[config.mk]
export PLATFORM = sky130hd
export DESIGN_NAME = fastcgi_record_deframer
export DESIGN_NICKNAME = d
export VERILOG_FILES = /design/src/hw/rtl/fcgi_pkg.sv /design/src/hw/rtl/fcgi_step.sv /design/src/hw/rtl/fastcgi_record_deframer.sv
export SDC_FILE = /design/constraint.sdc
export NUM_CORES = 1
export LEC_CHECK = 0
export BUFFER_PORTS_ARGS = -buffer_cell sky130_fd_sc_hd__buf_2
export CORE_MARGIN = 1.5
export CORE_UTILIZATION = 60
export CTS_CLUSTER_DIAMETER = 100
export DETAILED_ROUTE_END_ITERATION = 8
export PLACE_DENSITY = 0.79
export SYNTH_ARGS = -nofsm -noshare
export SYNTH_HDL_FRONTEND = slang
export SYNTH_SLANG_ARGS = --single-unit
[constraint.sdc]
create_clock -name i_clk -period 7 [get_ports i_clk]
set_clock_uncertainty 0.05 [all_clocks]
set_input_delay 0.35 -clock i_clk [delete_from_list [all_inputs] [get_ports i_clk]]
set_output_delay 0.35 -clock i_clk [all_outputs]
set_load 0.01 [all_outputs]
[src/hw/rtl/fcgi_pkg.sv]
// fcgi_pkg: shared types and constants for the FastCGI record deframer
// no dependencies; imported by fcgi_step, fastcgi_record_deframer and tb_top

package fcgi_pkg;

    // parser phases
    localparam logic [1:0] PH_HEADER  = 2'd0;
    localparam logic [1:0] PH_CONTENT = 2'd1;
    localparam logic [1:0] PH_PADDING = 2'd2;
    localparam logic [1:0] PH_HALTED  = 2'd3;

    // header byte positions
    localparam logic [2:0] HDR_TYPE    = 3'd1;
    localparam logic [2:0] HDR_ID_HI   = 3'd2;
    localparam logic [2:0] HDR_ID_LO   = 3'd3;
    localparam logic [2:0] HDR_LEN_HI  = 3'd4;
    localparam logic [2:0] HDR_LEN_LO  = 3'd5;
    localparam logic [2:0] HDR_PAD     = 3'd6;
    localparam logic [2:0] HDR_LAST    = 3'd7;

    // record types handled
    localparam logic [7:0] TYPE_END_REQUEST = 8'd3;
    localparam logic [7:0] TYPE_STDOUT      = 8'd6;
    localparam logic [7:0] TYPE_STDERR      = 8'd7;

    // result kinds
    localparam logic [2:0] KIND_STDOUT  = 3'd0;
    localparam logic [2:0] KIND_STDERR  = 3'd1;
    localparam logic [2:0] KIND_CLOSED  = 3'd2;
    localparam logic [2:0] KIND_ENDED   = 3'd3;
    localparam logic [2:0] KIND_UNKNOWN = 3'd4;

    typedef struct packed {
        logic [1:0]  phase;
        logic [2:0]  hdr_cnt;
        logic [15:0] content_left;
        logic [7:0]  padding_left;
        logic [7:0]  record_type;
        logic [15:0] current_id;
    } t_state;

    typedef struct packed {
        logic [7:0]  out_byte;
        logic [2:0]  out_kind;
        logic [15:0] record_id;
    } t_result;

endpackage

[src/hw/rtl/fcgi_step.sv]
// fcgi_step: next-state and result logic for one byte of the record stream
// depends on fcgi_pkg

module fcgi_step
    import fcgi_pkg::*;
(
    input  t_state      i_state,
    input  logic [7:0]  i_data_byte,
    input  logic        i_restart,
    output t_state      o_state,
    output logic        o_emit,
    output t_result     o_result
);

    t_state      n_st;
    logic [1:0]  after_ph;
    logic [15:0] n_left;
    logic [7:0]  n_pad;

    // phase once content is done: padding if any is due
    assign after_ph = (i_state.padding_left != 8'd0) ? PH_PADDING : PH_HEADER;
    assign n_left   = (i_state.content_left != 16'd0) ? i_state.content_left - 16'd1
                                                      : i_state.content_left;
    assign n_pad    = (i_state.padding_left != 8'd0) ? i_state.padding_left - 8'd1
                                                     : i_state.padding_left;

    always_comb begin
        n_st     = i_state;
        o_emit   = 1'b0;
        o_result = '0;
        if (i_restart) begin
            n_st = '0;
        end else begin
            case (i_state.phase)
                PH_HEADER: begin
                    // gather header fields
                    case (i_state.hdr_cnt)
                        HDR_TYPE:   n_st.record_type  = i_data_byte;
                        HDR_ID_HI:  n_st.current_id   = {i_data_byte, 8'h00};
                        HDR_ID_LO:  n_st.current_id   = {i_state.current_id[15:8], i_data_byte};
                        HDR_LEN_HI: n_st.content_left = {i_data_byte, 8'h00};
                        HDR_LEN_LO: n_st.content_left = {i_state.content_left[15:8],
                                                         i_data_byte};
                        HDR_PAD:    n_st.padding_left = i_data_byte;
                        default:    ;
                    endcase
                    if (i_state.hdr_cnt != HDR_LAST) begin
                        n_st.hdr_cnt = i_state.hdr_cnt + 3'd1;
                    end else begin
                        // header complete: dispatch on record type
                        n_st.hdr_cnt = 3'd0;
                        case (i_state.record_type)
                            TYPE_STDOUT: begin
                                if (i_state.content_left != 16'd0) begin
                                    n_st.phase = PH_CONTENT;
                                end else begin
                                    n_st.phase        = after_ph;
                                    o_emit            = 1'b1;
                                    o_result.out_kind = KIND_CLOSED;
                                end
                            end
                            TYPE_STDERR: begin
                                n_st.phase = (i_state.content_left != 16'd0) ? PH_CONTENT
                                                                             : after_ph;
                            end
                            TYPE_END_REQUEST: begin
                                if (i_state.content_left != 16'd0) begin
                                    n_st.phase = PH_CONTENT;
                                end else begin
                                    n_st.phase        = after_ph;
                                    o_emit            = 1'b1;
                                    o_result.out_kind = KIND_ENDED;
                                end
                            end
                            default: begin
                                n_st.phase        = PH_HALTED;
                                o_emit            = 1'b1;
                                o_result.out_kind = KIND_UNKNOWN;
                            end
                        endcase
                    end
                end
                PH_CONTENT: begin
                    // count down content, pass stdout/stderr data bytes, end an end-request at its last byte
                    n_st.content_left = n_left;
                    if (n_left == 16'd0) begin
                        n_st.phase = after_ph;
                    end
                    if (i_state.record_type == TYPE_STDOUT) begin
                        o_emit            = 1'b1;
                        o_result.out_byte = i_data_byte;
                        o_result.out_kind = KIND_STDOUT;
                    end else if (i_state.record_type == TYPE_STDERR) begin
                        o_emit            = 1'b1;
                        o_result.out_byte = i_data_byte;
                        o_result.out_kind = KIND_STDERR;
                    end else if (n_left == 16'd0) begin
                        o_emit            = 1'b1;
                        o_result.out_kind = KIND_ENDED;
                    end
                end
                PH_PADDING: begin
                    // drop padding bytes
                    n_st.padding_left = n_pad;
                    if (n_pad == 8'd0) begin
                        n_st.phase = PH_HEADER;
                    end
                end
                default: ;
            endcase
            o_result.record_id = n_st.current_id;
        end
    end

    assign o_state = n_st;

endmodule

[src/hw/rtl/fastcgi_record_deframer.sv]
// fastcgi_record_deframer: top level of the FastCGI record deframer
// depends on fcgi_pkg and fcgi_step
//
// Usage:
//   input channel (i_in_valid / o_in_ready) carries one backend byte per beat,
//   with i_restart to discard the byte and return to header parsing.
//   output channel (o_out_valid / i_out_ready) carries zero or one result per
//   input beat: content byte, kind tag and request id of the current record.
// Pipeline: two register stages, input register then result register; an accepted
//   beat's result reaches the result register once the parser stage advances.
// Throughput: one byte per cycle while the output is not stalled; the per-byte work
//   is a single pass of counter and phase logic between the two registers.
// Reset: synchronous active-low i_rst_n empties both stages and puts the
//   parser in header phase with all counters and fields cleared.
// Stall: while i_out_ready is low with a result held, the input register keeps
//   its byte and o_in_ready drops once that register is full; no beat is lost.
// After an unknown record type the parser halts and ignores bytes until a
//   beat with i_restart set.

module fastcgi_record_deframer
    import fcgi_pkg::*;
(
    input  logic        i_clk,
    input  logic        i_rst_n,
    input  logic        i_in_valid,
    output logic        o_in_ready,
    input  logic [7:0]  i_data_byte,
    input  logic        i_restart,
    output logic        o_out_valid,
    input  logic        i_out_ready,
    output logic [7:0]  o_out_byte,
    output logic [2:0]  o_out_kind,
    output logic [15:0] o_record_id
);

    logic        r_in_valid;
    logic [7:0]  r_in_byte;
    logic        r_in_restart;
    t_state      r_st;
    t_state      n_st;
    logic        n_emit;
    t_result     n_res;
    logic        r_out_valid;
    t_result     r_res;
    logic        adv;

    // parser stage moves when the result register can take a beat
    assign adv        = r_in_valid && (!r_out_valid || i_out_ready);
    assign o_in_ready = !r_in_valid || adv;

    fcgi_step u_step (
        .i_state     (r_st),
        .i_data_byte (r_in_byte),
        .i_restart   (r_in_restart),
        .o_state     (n_st),
        .o_emit      (n_emit),
        .o_result    (n_res)
    );

    // control state
    always_ff @(posedge i_clk) begin
        if (!i_rst_n) begin
            r_in_valid  <= 1'b0;
            r_out_valid <= 1'b0;
            r_st        <= '0;
        end else begin
            if (o_in_ready) begin
                r_in_valid <= i_in_valid;
            end
            if (adv) begin
                r_st <= n_st;
            end
            if (adv && n_emit) begin
                r_out_valid <= 1'b1;
            end else if (i_out_ready) begin
                r_out_valid <= 1'b0;
            end
        end
    end

    // payload registers
    always_ff @(posedge i_clk) begin
        if (i_in_valid && o_in_ready) begin
            r_in_byte    <= i_data_byte;
            r_in_restart <= i_restart;
        end
        if (adv && n_emit) begin
            r_res <= n_res;
        end
    end

    assign o_out_valid = r_out_valid;
    assign o_out_byte  = r_res.out_byte;
    assign o_out_kind  = r_res.out_kind;
    assign o_record_id = r_res.record_id;

    // kind stays in its defined range
    a_kind_range: assert property (@(posedge i_clk) disable iff (!i_rst_n)
        o_out_valid |-> (o_out_kind <= KIND_UNKNOWN))
        else $error("result kind out of range");

    // only data kinds carry a byte
    a_byte_zero: assert property (@(posedge i_clk) disable iff (!i_rst_n)
        (o_out_valid && o_out_kind != KIND_STDOUT && o_out_kind != KIND_STDERR)
        |-> (o_out_byte == 8'd0))
        else $error("non-data result carries a byte");

    // halt holds until a restart beat is processed
    a_halt_sticky: assert property (@(posedge i_clk) disable iff (!i_rst_n)
        (r_st.phase == PH_HALTED && !(adv && r_in_restart)) |=> (r_st.phase == PH_HALTED))
        else $error("halt left without restart");

    // header counter is idle outside the header phase
    a_hdr_cnt_idle: assert property (@(posedge i_clk) disable iff (!i_rst_n)
        (r_st.phase != PH_HEADER) |-> (r_st.hdr_cnt == 3'd0))
        else $error("header count nonzero outside header phase");

endmodule

After elaboration in Yosys (flattened, before gate mapping) --
Cells that the tools add are included.
Storage, ports and cells: register bits after elaboration 91, bits in latches 0, memory bits (writable) 0, bits in read-only memories 0, output and inout bits 29, word-level logic and storage cells 102, memories 0
Operators by class: $add $sub $neg 3, multiply operators 0, div/mod/pow operators 0, $lt $le $gt $ge 0, equal/unequal tests 19, shift-type cells 0, multiplexer cells 38, bitwise logic cells 1, reduce and logical (&&, ||, !) cells 27
Operators by type and width (number):
- $pmux 16 s2 | 3
- $mux 53 | 1
- $mux 8 | 4
- $mux 24 | 1
- $mux 2 | 10
- $eq 8x3->1 const B | 2
- $logic_not 16->1 | 1
- $mux 16 | 1
- $pmux 8 s2 | 1
- $reduce_bool 16->1 | 1
- $sub 16x1->16 const B | 1
- $ne 3x3->1 const B | 5
- $mux 11 | 1
- $eq 3x3->1 const B | 3
- $mux 3 | 3
- $pmux 3 s3 | 1
- $reduce_and 3->1 | 3
- $eq 8x2->1 const B | 1
- $logic_not 8->1 | 1
- $mux 1 | 8
- $reduce_bool 8->1 | 1
- $sub 8x1->8 const B | 1
- $eq 3x2->1 const B | 2
- $ne 3x2->1 const B | 2
- other kinds (21) | 30

Longest topological paths before layout --
Gate-level depths: netlist (run 1).
word-level depth 10, depth in mapped cells 10

By module --
From an unflattened synthesis (run 1), not the netlist that was laid out.
Second synthesis, totals: cells, all modules 685, area, all modules 5808.1 um2
Modules (own cells, without submodules):
- fastcgi_record_deframer | times used 1, cells each 278, area each 3337.0 um2, seq. area each 2182.1 um2
- fcgi_step | times used 1, cells each 407, area each 2471.1 um2, seq. area each 0.0 um2

Worst setup path after synthesis (run 1) --
No wires, ideal clock.
path type flip-flop to flip-flop, start register r_st[32] (netlist bit), end register r_res, in the netlist o_out_byte[0], enable pin, arrival time 4.413 ns, required time 6.505 ns, path slack 2.092 ns, stages on the path, launching flop included 11, buffers on the path 0, period minus slack after synthesis 4.908 ns, path through dfxtp_1 inv_1 ha_1 or4b_4 or4_4 mux2_2 o31ai_1 nor4_2 and2_4 a21oi_1 nor3_1
On the way: cells in the longest elaborated chain, start to end 9
Ends and longest elaborated chain:
- from (decl) | line fastcgi_record_deframer.sv:39 | t_state r_st;
- from (signal assigned) | line fastcgi_record_deframer.sv:71 | r_st <= n_st;
- $sub 16x1->16 or $reduce_bool 16->1 (tied branches) | line fcgi_step.sv:22, fcgi_step.sv:54, fcgi_step.sv:67
- $mux 16 | line fcgi_step.sv:22 | assign n_left = (i_state.content_left != 16'd0) ? i_state.content_left - 16'd1
- $logic_not 16->1 | line fcgi_step.sv:97 | end else if (n_left == 16'd0) begin
- $mux 1 | line fcgi_step.sv:97
- $mux 1 | line fcgi_step.sv:93 | end else if (i_state.record_type == TYPE_STDERR) begin
- $mux 1 | line fcgi_step.sv:89 | if (i_state.record_type == TYPE_STDOUT) begin
- $pmux 1 s2 (*) | line fcgi_step.sv:34 | case (i_state.phase)
- $mux 1 (*) | line fcgi_step.sv:31 | if (i_restart) begin
- $logic_and 1x1->1 (*) | line fastcgi_record_deframer.sv:87 | if (adv && n_emit) begin
- to (signal assigned) | line fastcgi_record_deframer.sv:88 | r_res <= n_res;
- to (decl) | line fastcgi_record_deframer.sv:44 | t_result r_res;
Every way passes the cells marked *; elsewhere a longest branch is shown, timed or not. A chain may end at the register's enable or synchronous reset.

Worst setup path after layout (run 1) --
start register r_st[32] (netlist bit), end register r_res, in the netlist o_record_id[14], enable pin
Same word-level chain as after synthesis.

==> results of run 1 <==
-- critical path: stages, from the launching register on --
cell	delay [ns]
sky130_fd_sc_hd__dfxtp_1	0.39
sky130_fd_sc_hd__inv_1	0.08
sky130_fd_sc_hd__ha_1	0.29
sky130_fd_sc_hd__or4b_4	0.54
sky130_fd_sc_hd__or4_4	0.54
sky130_fd_sc_hd__mux2_2	0.26
sky130_fd_sc_hd__o31ai_1	0.07
sky130_fd_sc_hd__nor4_2	0.30
sky130_fd_sc_hd__and2_4	0.22
sky130_fd_sc_hd__a21oi_1	0.08
sky130_fd_sc_hd__nor3_2	0.18
sky130_fd_sc_hd__buf_4	0.38
-- sequential cells by signal, indices dropped and copies added (netlist names) --
name / cells
r_st: 53
o_out_kind: 3
r_in_valid: 1
o_out_valid: 1
r_in_restart: 1
r_in_byte: 8
o_out_byte: 8
o_record_id: 16
-- cells by family after synthesis --
logic type	synth area share (%)
compound gates	20.37
fa+ha+maj	3.055
xor+xnor	1.960
simple gates	25.43
buf+inv	3.717
mux	1.069
flops	44.40
-- worst paths after layout --
kind,slack (ns),end,startpoint,cells after the start
max,3.29,o_record_id[14],r_st[32],11
min,0.09,r_in_restart,i_restart,1
max reg2reg,3.29,o_record_id[14],r_st[32],11
min reg2reg,0.43,r_st[0],r_st[0],2
-- cell type report --
type / count / area, µm² / share of cell area, %
Tap cell: 102 / 127.6 / 2.386
Timing Repair Buffer: 44 / 227.7 / 4.257
Clock inverter: 7 / 72.57 / 1.357
Inverter: 16 / 60.06 / 1.123
Clock buffer: 9 / 123.9 / 2.316
Sequential cell: 91 / 2182 / 40.80
Multi-Input combinational cell: 417 / 2555 / 47.77
-- power by group through the flow --
stage / clock network [W] / registers (W) / logic (W)
floorplan: 0 / 0.000575 / 0.000111
global placement: 0 / 0.000582 / 0.000138
detailed placement: 0 / 0.000583 / 0.000140
CTS: 0.000360 / 0.000571 / 0.000140
global route: 0.000383 / 0.000572 / 0.000156
finish: 0.000359 / 0.000571 / 0.000142
-- routing by layer --
layer  wire length (µm)  vias up  GRT usage [%]  share of wire [%]
met5                  0        -              0                  0
met4                309        0          11.74                2.5
met3               1007       27          4.878                8.1
met2               5786      203          48.67                 47
met1               5267     2001          40.31                 43
li1                   -     2043              -                  -
-- through the flow --
stage	hold slack, ns	cells	total power, W	util [%]
2_1_floorplan	0.3859	554	0.0006865	-
3_3_place_gp	0.4005	670	0.0007203	65.66
3_5_place_dp	0.4120	670	0.0007224	65.66
4_1_cts	0.08594	686	0.001071	68.16
5_1_grt	0.07719	686	0.001111	68.16
6_report	0.08967	686	0.001072	68.16
-- cells in the final DEF (no fill, tap or decap), drive strengths merged, types with 2 or more instances in the layout --
master   Yosys  layout
or4b         2       2
clkbuf      23       9
nand2b       7       7
o2bb2ai      3       3
edfxtp      36      36
inv         16      19
mux2         2       2
nor3        16      16
or4          5       5
xor2         5       5
o211ai       3       3
nor2        37      37
nand4b       2       2
mux2i        3       3
a22oi       21      21
nor2b       27      27
nand3b       2       2
buf          7      44
a22o         9       9
nand2       83      83
o31ai        3       3
or3          5       5
a31oi        4       4
dfxtp       55      55
nand3       25      25
nor4        14      14
xnor2        6       6
o22ai        3       3
a21boi      27      27
a221oi       2       2
o21ai       31      31
a21oi       31      31
and3         4       4
and2         9       9
ha          12      12
clkinv       0       3
==> summary.md, run 1 <==
At the worst endpoint, the arrival time is 3.71 ns. The power density of the placed cells was 200.4 nW/µm²; the number of hold buffers added after cts was 0. The maximum fanout along the worst path works out to 27.

A synthesized cell averages 8.871 µm². Setup repair after global routing left no endpoint under its margin. The post-CTS resize count came out at 0. In this run the remaining antenna-violating nets after routing total 0. In this run, synthesis inferred 36 flip-flops with an integrated enable. Sorting the synthesized cells by how often they occur yields 83 x sky130_fd_sc_hd__nand2_1, 55 x sky130_fd_sc_hd__dfxtp_1, 37 x sky130_fd_sc_hd__nor2_1. Setup violations remaining at the end of the flow were counted as 0.

The area of all placed cells without fillers was 5349 µm²; the placeable core region was 7848 µm². The transition time at the pin with the least slew margin is 1.101 ns. The run gives 9 as the number of buffers created by CTS. The cell accounting for the most synthesized area is sky130_fd_sc_hd__dfxtp_1.

The leakage power total was 1.833 nW; the die boundary height was 93.51 µm. The headroom to the max-slew limit was 26.61%. STA puts the critical path data required time at 7.00 ns. Buffers placed on the I/O ports in this run total 41. Ranked by total cell area, the synthesized netlist is headed by sky130_fd_sc_hd__dfxtp_1 22%, sky130_fd_sc_hd__edfxtp_1 22%, sky130_fd_sc_hd__nand2_1 6.3%, sky130_fd_sc_hd__a21boi_0 4.0%, sky130_fd_sc_hd__nor2b_1 3.4%.

The run gives 3955 as the number of global-route vias before repair. The share of synthesized area occupied by flip-flops and latches is 44.40%. The number of violations reported at the end of detailed-routing iteration 0 came out at 428. The total global-route track usage was 30.12%. The startpoint kind of the worst setup timing path was a flip-flop. The placer's final routability congestion estimate is 0.9619, and the overall die area is 8743 µm². Share of the synthesized area in the top cell type: 22.40%. The analysis attributes to net switching a power of 0.0003221 W. The total clock sinks was 91. The number of setup buffers added after CTS came out at 0. Compared with the post-synthesis result, the final layout area differs by 8.834%. 0 antenna diodes ended up in the layout. The die outline width is 93.51 µm. The clock latency reported for the late side of the worst-skew pair was 0.38 ns; the number of distinct library cells after synthesis was 58. The first detailed-routing pass ran for 6 iterations.

The count of fill cells added during filler insertion is 659. The per-cell routed wire length came out at 18.03 µm. In this run the clock root is driven by a sky130_fd_sc_hd__clkbuf_8. The logs give 579 for the net count after synthesis and 0.0007499 W for the internal power contribution. Using the TritonRoute via totals, the vias-per-cell ratio works out to 6.230. Layout net count: 604.

In this run, the combinational gates consume 13.3% of the power. The run gives 3.335 ns as the worst slack at placement. During I/O placement, the number of pins put on the boundary was 42.

Summing all placed instances gives a cell area of 5152 µm². In this run the number of H-tree levels came out at 3. Final count of pins violating max slew: 0. The Yosys step of the flow raised 0 warnings. The critical path is of the reg2reg type. The flow ran to the end, and the final reports show no timing, DRC or antenna violations. For the maximum ir drop on the vdd rail, the log shows 0.1635 mV. After layout, the worst path uses 53.03% of the clock period. The run gives 4915 µm² as the cell area after synthesis.

The logs give 12370 µm for the total wire length and 0 ns for the sum of negative setup slack. In the post-synthesis netlist, the cell with the most instances is sky130_fd_sc_hd__nand2_1. TritonCTS built the clock tree. The first global-routing pass estimated 20060 µm of wire. For the initial core utilization, the log shows 62.63%. In the synthesized netlist the dominant register cell turns out to be sky130_fd_sc_hd__dfxtp_1. Sequential cells account for 53.3% of the total power.

The run gives 269.4 MHz as the highest achievable clock rate. For this run, design rule violations remaining after detail routing come to 0. Cells with a size suffix above 1 make up 13.01% of the layout.

Minimum setup slack in the final design: 3.288 ns. The wire-length estimate of the detail-placed layout is 8314 µm. The tools report the cell count after synthesis as 554. The number of hold violations in the final report is 0, and the number of antenna violations at the first check in global routing is 0. The worst path in the final design needs a cycle of 3.712 ns, including I/O delays and setup. The vias after detailed routing is 4274.

The tools report the kind of end point of the critical path as a flip-flop. The fraction of synthesis flops using an asynchronous set or reset pin was 0%. The number of violations of the max-capacitance limit was 0; the clock share of power was 33.4%. For this run the aggregate overflow at the end of global routing stands at 0. In this run switching power makes up 30.05% of total power. The clock transition time at the flip-flop clock pins of the worst setup and hold paths is 0.10 ns. The floorplan row count is 32, and the largest net degree at the start of global routing is 55.

Counting flops and latches in the post-synthesis netlist gives 91. In this run the deepest clock path goes through 2 buffers. The class of the tightest hold or removal check was in2reg.
Note: power is estimated with default switching activity, not from simulation.
==> inputs of run 2 (changes only) <==
Clock period 7 ns to 3.8 ns, I/O delays scaled along.
==> summary.md, run 2 (synthesis results as in run 1) <==
The total wire length is 12600 µm, and the power density of the placed cells is 361.7 nW/µm². Net switching is 29.87% of the power. Vias after detailed routing: 4353. The die boundary height was 93.51 µm; the maximum level of the CTS H-tree was 3. The HPWL after detailed placement is 8543 µm. The first routing iteration left 493 violations. On the critical path, the stage with the largest delay is an instance of sky130_fd_sc_hd__or4b_4. The share of total power dissipated in the clock network is 33.0%. In this run the count of I/O pins placed on the die edge is 42. For the worst setup path, the data required time is 3.83 ns. In the layout the commonest cells are 83 x sky130_fd_sc_hd__nand2_1, 55 x sky130_fd_sc_hd__dfxtp_1, 41 x sky130_fd_sc_hd__buf_2, 37 x sky130_fd_sc_hd__nor2_1, 36 x sky130_fd_sc_hd__edfxtp_1. Dividing the detail-routed wire length by the instance count gives 18.03 µm. The post-route netlist has 13.40% of its cells at a drive strength greater than 1.

In this run the remaining antenna-violating nets after routing total 0. Maximum cell stage delay along the critical path: 0.53 ns. The part of the cycle the worst path needs was 94.28%.

Max-cap violations in this run came to 0. Setup violations remaining at the end of the flow were counted as 0. 0 antenna diodes ended up in the layout. For this run, the post-layout net count is 617. The startpoint kind of the worst setup timing path is a flip-flop. The detailed router used layers up to and including met4.

Summed over all nets, the switching power comes to 0.0005923 W. The tools report the first-pass iteration count of the detailed router as 5. The cell family contributing the most delay on the critical path is simple AND/OR/NAND/NOR gates. Setup repair after global routing left no endpoint under its margin. At the worst endpoint, the arrival time is 3.61 ns. For the number of global-route vias before repair, the log shows 4182.

In this run the standard cell core region covers 7848 µm². The final count of pins violating max slew was 0; the final-layout worst hold slack was 0.01778 ns. TritonCTS built the clock tree.

Walking the worst path, the cells encountered are inv_1 > ha_1 > or4b_4 > or4_4 > mux2_2 > o31ai_1 > nor4_2 > and2_4 > a21oi_1 > nor3_4 > buf_12. No sink is reached through more buffers than the 2 on the longest clock path. In this run the horizontal extent of the chip is 93.51 µm. The buffering stage count on the worst path with inverters included is 2, and the post-CTS resize count is 0. The register with the most flip-flops in the layout has 53 of them. The tools report the number of antenna violations at the first check in global routing as 0.

The run gives 91 as the total clock sinks. The logs give 0.2180 mV for the maximum ir drop on the vdd rail and 0.37 ns for the clock latency reported for the late side of the worst-skew pair. The count of fill cells added during filler insertion came out at 643. The area added between synthesis and finish is 11.56%.

The clock transition time at the flip-flop clock pins of the worst setup and hold paths works out to 0.10 ns. The leakage power total was 1.898 nW. The final critical delay including setup and external delays was 3.583 ns; the placer's final routability congestion estimate was 0.9186. Average vias per placed instance: 6.227. Summing all flip-flop and latch instances after layout gives 2182 µm². Per report_power, the combinational group accounts for 13.7% of the total. The run gives 53.3% as the part of the power in registers. Global routing consumed, over all layers together, 31.05% of the routing resources.

The internal power of the cells totals 0.001391 W. The flow ran to the end, and the final reports show no timing, DRC or antenna violations. Entering global routing, the biggest net connects 55 pins. The transition time at the pin with the least slew margin is 0.9062 ns, and the headroom to the max-slew limit is 39.58%. The first-pass GRT wire length was 20800 µm.

In this run the clock root is driven by a sky130_fd_sc_hd__clkbuf_8. The overall die area is 8743 µm², and the number of design rule violations left after detail routing is 0. The run gives 0 as the number of hold violations in the final report. The tools report the highest achievable clock rate as 279.1 MHz. The count of buffers inserted at the top-level ports came out at 41. The initial core utilization was 62.63%; the multi-input logic area was 2561 µm². For this block, wires on met1 add up to 5464 µm. The commonest non-fill, non-tap cell in the layout is sky130_fd_sc_hd__nand2_1.

The total congestion overflow after global routing is 0. The class of the tightest hold or removal check was in2reg. The tools report the wire length on met2 as 5904 µm. The initialized floorplan defines 32 standard-cell rows. The tools report the kind of end point of the critical path as a flip-flop.

In this run the worst path has a maximum fanout of 27. Summed over all failing endpoints, the final setup total negative slack is 0 ns. The number of buffers created by CTS was 9; the met3 wirelength from detailed routing was 875 µm.

The kind of critical path was reg2reg. Ranked by flip-flop count, first place goes to r_st.
[run 2: cell count changes in the layout (fill, tap and decap cells not counted)]
cell,change
sky130_fd_sc_hd__dlygate4sd3_1,+9
sky130_fd_sc_hd__buf_4,+3
sky130_fd_sc_hd__nor3_2,-1
sky130_fd_sc_hd__inv_8,+1
sky130_fd_sc_hd__buf_12,+1
sky130_fd_sc_hd__nor3_4,+1
sky130_fd_sc_hd__clkinv_8,-1
[run 2: final cells by class]
cell class / count / area share, %
well taps: 102 / 2.328
clock buffers: 9 / 2.259
repair buffers: 57 / 6.572
flip-flops and latches: 91 / 39.80
inverters: 16 / 1.095
clock inverters: 7 / 1.232
multi-input cells: 417 / 46.71
[run 2: path summary, 6_finish.rpt]
path,from,to,slack (ns),depth (start not counted)
hold reg to reg,r_st[19],r_st[19],0.42,2
hold / removal,i_in_valid,r_in_valid,0.02,3
setup reg to reg,r_st[32],o_record_id[0],0.22,11
setup / recovery,r_st[32],o_record_id[0],0.22,11
[run 2: metrics by stage]
stage / total power [W] / util (%) / worst slack, ns / instance area [µm²] / instances
after floorplan: 0.001265 / - / 0.08906 / 4926 / 554
after global placement: 0.001333 / 66.28 / 0.3520 / 5201 / 674
after detailed placement: 0.001338 / 66.28 / 0.2603 / 5201 / 674
after CTS: 0.001987 / 69.87 / 0.2392 / 5483 / 699
after global routing: 0.002061 / 69.87 / 0.04951 / 5483 / 699
final: 0.001983 / 69.87 / 0.2173 / 5483 / 699
[run 2: what timing repair did]
item                                    4_1_cts  5_1_grt
buffers inserted                              0        0
hold buffers                                  9        0
hold endpoints to repair                      9        0
endpoints found under the setup margin        0        0
[run 2: metal layers]
layer  vias up  GRT usage [%]
li1       2076              -
met1      2064          41.29
met2       185          50.36
met3        28          3.740
met4         0          14.39
met5         -              0
[run 2: worst register-to-register path, delay by kind of cell, from the launching register on]
family	cells	cell delay, ns
AND/OR/NAND/NOR	5	1.84
buffers and inverters	2	0.30
flip-flops	1	0.38
adder cells (fa/ha/maj)	1	0.28
AO/OA/AOI/OAI	2	0.18
multiplexers	1	0.26
[run 2: power groups by stage]
stage / Combinational [W] / Sequential, W / Clock [W]
5_1_grt: 0.000297 / 0.00106 / 0.000705
3_3_place_gp: 0.000256 / 0.00108 / 0
3_5_place_dp: 0.000260 / 0.00108 / 0
6_report: 0.000271 / 0.00106 / 0.000654
2_1_floorplan: 0.000206 / 0.00106 / 0
4_1_cts: 0.000268 / 0.00106 / 0.000663
==> inputs of run 3 (changes only) <==
Settings changed: RECOVER_POWER set to 100.
==> summary.md, run 3 (synthesis results as in run 1) <==
In this run the worst path has a maximum fanout of 27. The HPWL after detailed placement is 8543 µm. Headroom to the max-slew limit came out at 23.39%. Across the VDD grid, the largest voltage drop is 0.2180 mV. The floorplan row count was 32; the count of buffers inserted at the top-level ports was 41. Max-cap violations in this run came to 0. The tools report the count of nets left with antenna violations after detail routing as 0. The initial core utilization is 62.63%, and the part of the cycle the worst path needs is 94.29%. The logs give 0 for the final setup violation count and 0 for the final count of pins violating max slew.

The register with the most flip-flops in the layout has 53 of them. For the data required time of the worst path, the log shows 3.83 ns. The worst register-to-register path begins at r_st[32].

The post-route netlist has 7.538% of its cells at a drive strength greater than 1. The number of design rule violations left after detail routing was 0. The number of antenna violations at the first check in global routing was 0; the total wire length was 12740 µm.

Internal reg-to-reg setup slack: 0.22 ns. In this run the power density over the cells is 365.1 nW/µm². The tools report the total congestion overflow after global routing as 0.

The placeable core region is 7848 µm². The die boundary height was 93.51 µm. The maximum cell stage delay along the critical path is 0.54 ns, and the average vias per placed instance is 6.296.

Global routing consumed, over all layers together, 31.05% of the routing resources. In this run the static leakage power is 1.841 nW. The run gives 4182 as the number of global-route vias before repair. Class of the tightest hold or removal check: in2reg. The commonest non-fill, non-tap cell in the layout was sky130_fd_sc_hd__nand2_1.

The most critical setup path has its startpoint at r_st[32]. The total clock sinks is 91. The logs give 279.1 MHz for the highest achievable clock rate and 20800 µm for the first-pass GRT wire length. At the pin with the least slew margin, the transition time is 1.137 ns. OpenSTA, run right after detailed placement, puts the worst setup slack at 0.2603 ns. The vias after detailed routing came out at 4401. Among all stages on the critical path, the largest delay is contributed by sky130_fd_sc_hd__or4b_4.

For this run, the post-layout net count is 617. Setup repair after global routing left no endpoint under its margin. The die outline width came out at 93.51 µm. The repair_antennas step left the layout with diodes totalling 0.

Entering global routing, the biggest net connects 55 pins. After detailed routing, the average wire length per cell comes to 18.22 µm. The critical path is of the reg2reg type. The startpoint identified for the worst hold timing path is i_in_valid. CTS built an H-tree with a depth of 3. Clock latency on the worst-skew pair, taken at its later pin, is 0.37 ns. The flow ran to the end, and the final reports show no timing, DRC or antenna violations. The tree is rooted in a sky130_fd_sc_hd__clkbuf_8. The number of hold violations in the final report is 0.

The critical path goes through inv_1 > ha_1 > or4b_4 > or4_4 > mux2_1 > o31ai_1 > nor4_2 > and2_4 > a21oi_1 > nor3_4 > buf_12. The congestion estimate from routability-driven global placement came to 0.9186. In the post-route analysis, the smallest setup slack over all paths is 0.2171 ns. Including well taps, the total number of placed cells is 674. For this block, the initial DRC count from the detailed router was 447. Data on the critical path arrives at its endpoint at 3.61 ns. Clock transition time at the flip-flop clock pins of the worst setup and hold paths: 0.10 ns. Relative to the synthesized area, the layout overhead comes to 10.36%.

With fillers left out, the area of the finished cells amounts to 5424 µm². The register with the most flip-flops in the final layout is r_st. The number of setup buffers added after CTS was 0. TritonCTS built the clock tree. The die covers 8743 µm². The final critical delay including setup and external delays was 3.583 ns. For the final instance count without filler cells, the log shows 699.

After detailed placement, the total cell area comes to 5201 µm². The sum of negative setup slack came out at 0 ns. STA classifies the critical path endpoint as a flip-flop.

STA classifies the critical path startpoint as a flip-flop. The tools report the first-pass iteration count of the detailed router as 5. The library cells used most frequently in the layout, excluding fill and tap cells, are 83 x sky130_fd_sc_hd__nand2_1, 55 x sky130_fd_sc_hd__dfxtp_1, 37 x sky130_fd_sc_hd__nor2_1, 36 x sky130_fd_sc_hd__edfxtp_1, 32 x sky130_fd_sc_hd__clkbuf_1.

In this run, CTS created clock tree buffers numbering 9. The buffer levels on the longest clock path was 2; the count of pins on the block boundary was 42.
==> run 3: routing by layer <==
| metal | vias to the layer above | global-route usage [%] | wire length (µm) |
|---|---|---|---|
| met4 | 0 | 14.39 | 346 |
| met2 | 208 | 50.36 | 5938 |
| met3 | 26 | 3.740 | 959 |
| li1 | 2079 | - | - |
| met5 | - | 0 | 0 |
| met1 | 2088 | 41.29 | 5491 |
==> run 3: stage by stage <==
step / util [%] / total power [W] / hold slack (ns)
global route: 69.12 / 0.002056 / 0.02621
CTS: 69.87 / 0.001987 / 0.003566
finish: 69.12 / 0.001980 / 0.01830
floorplan: - / 0.001265 / 0.2389
global placement: 66.28 / 0.001333 / 0.3179
detailed placement: 66.28 / 0.001338 / 0.3181
==> run 3: what timing repair did <==
item                      4_1_cts  5_1_grt
hold endpoints to repair        9        0
hold buffers                    9        0
gates resized for setup         0        0
==> run 3: power by group <==
group	internal [W]	switching (W)	total, W
sequential	0.00102	0.0000340	0.00106
combinational	0.000106	0.000161	0.000268
clock	0.000256	0.000398	0.000655
total	0.00139	0.000594	0.00198
==> run 3: final cells by class <==
class                           instances  area (µm²)
Sequential cell                        91        2182
Clock buffer                            9       123.9
Clock inverter                          7       67.56
Multi-Input combinational cell        417        2550
Timing Repair Buffer                   57       312.8
Fill cell                             663        2424
Tap cell                              102       127.6
Inverter                               16       60.06
==> run 3: worst max-delay path: cells and delay by family (launching register included) <==
family	cells	cell delay (ns)
compound gates	2	0.18
fa+ha+maj	1	0.28
buf+inv	2	0.30
flops	1	0.38
mux	1	0.24
simple gates	5	1.84
==> run 3: final timing paths <==
| check | endpoint | cells after the start |
|---|---|---|
| hold reg to reg | r_st[19] | 2 |
| setup reg to reg | o_record_id[0] | 11 |
| hold / removal | r_in_valid | 3 |
| setup / recovery | o_record_id[0] | 11 |
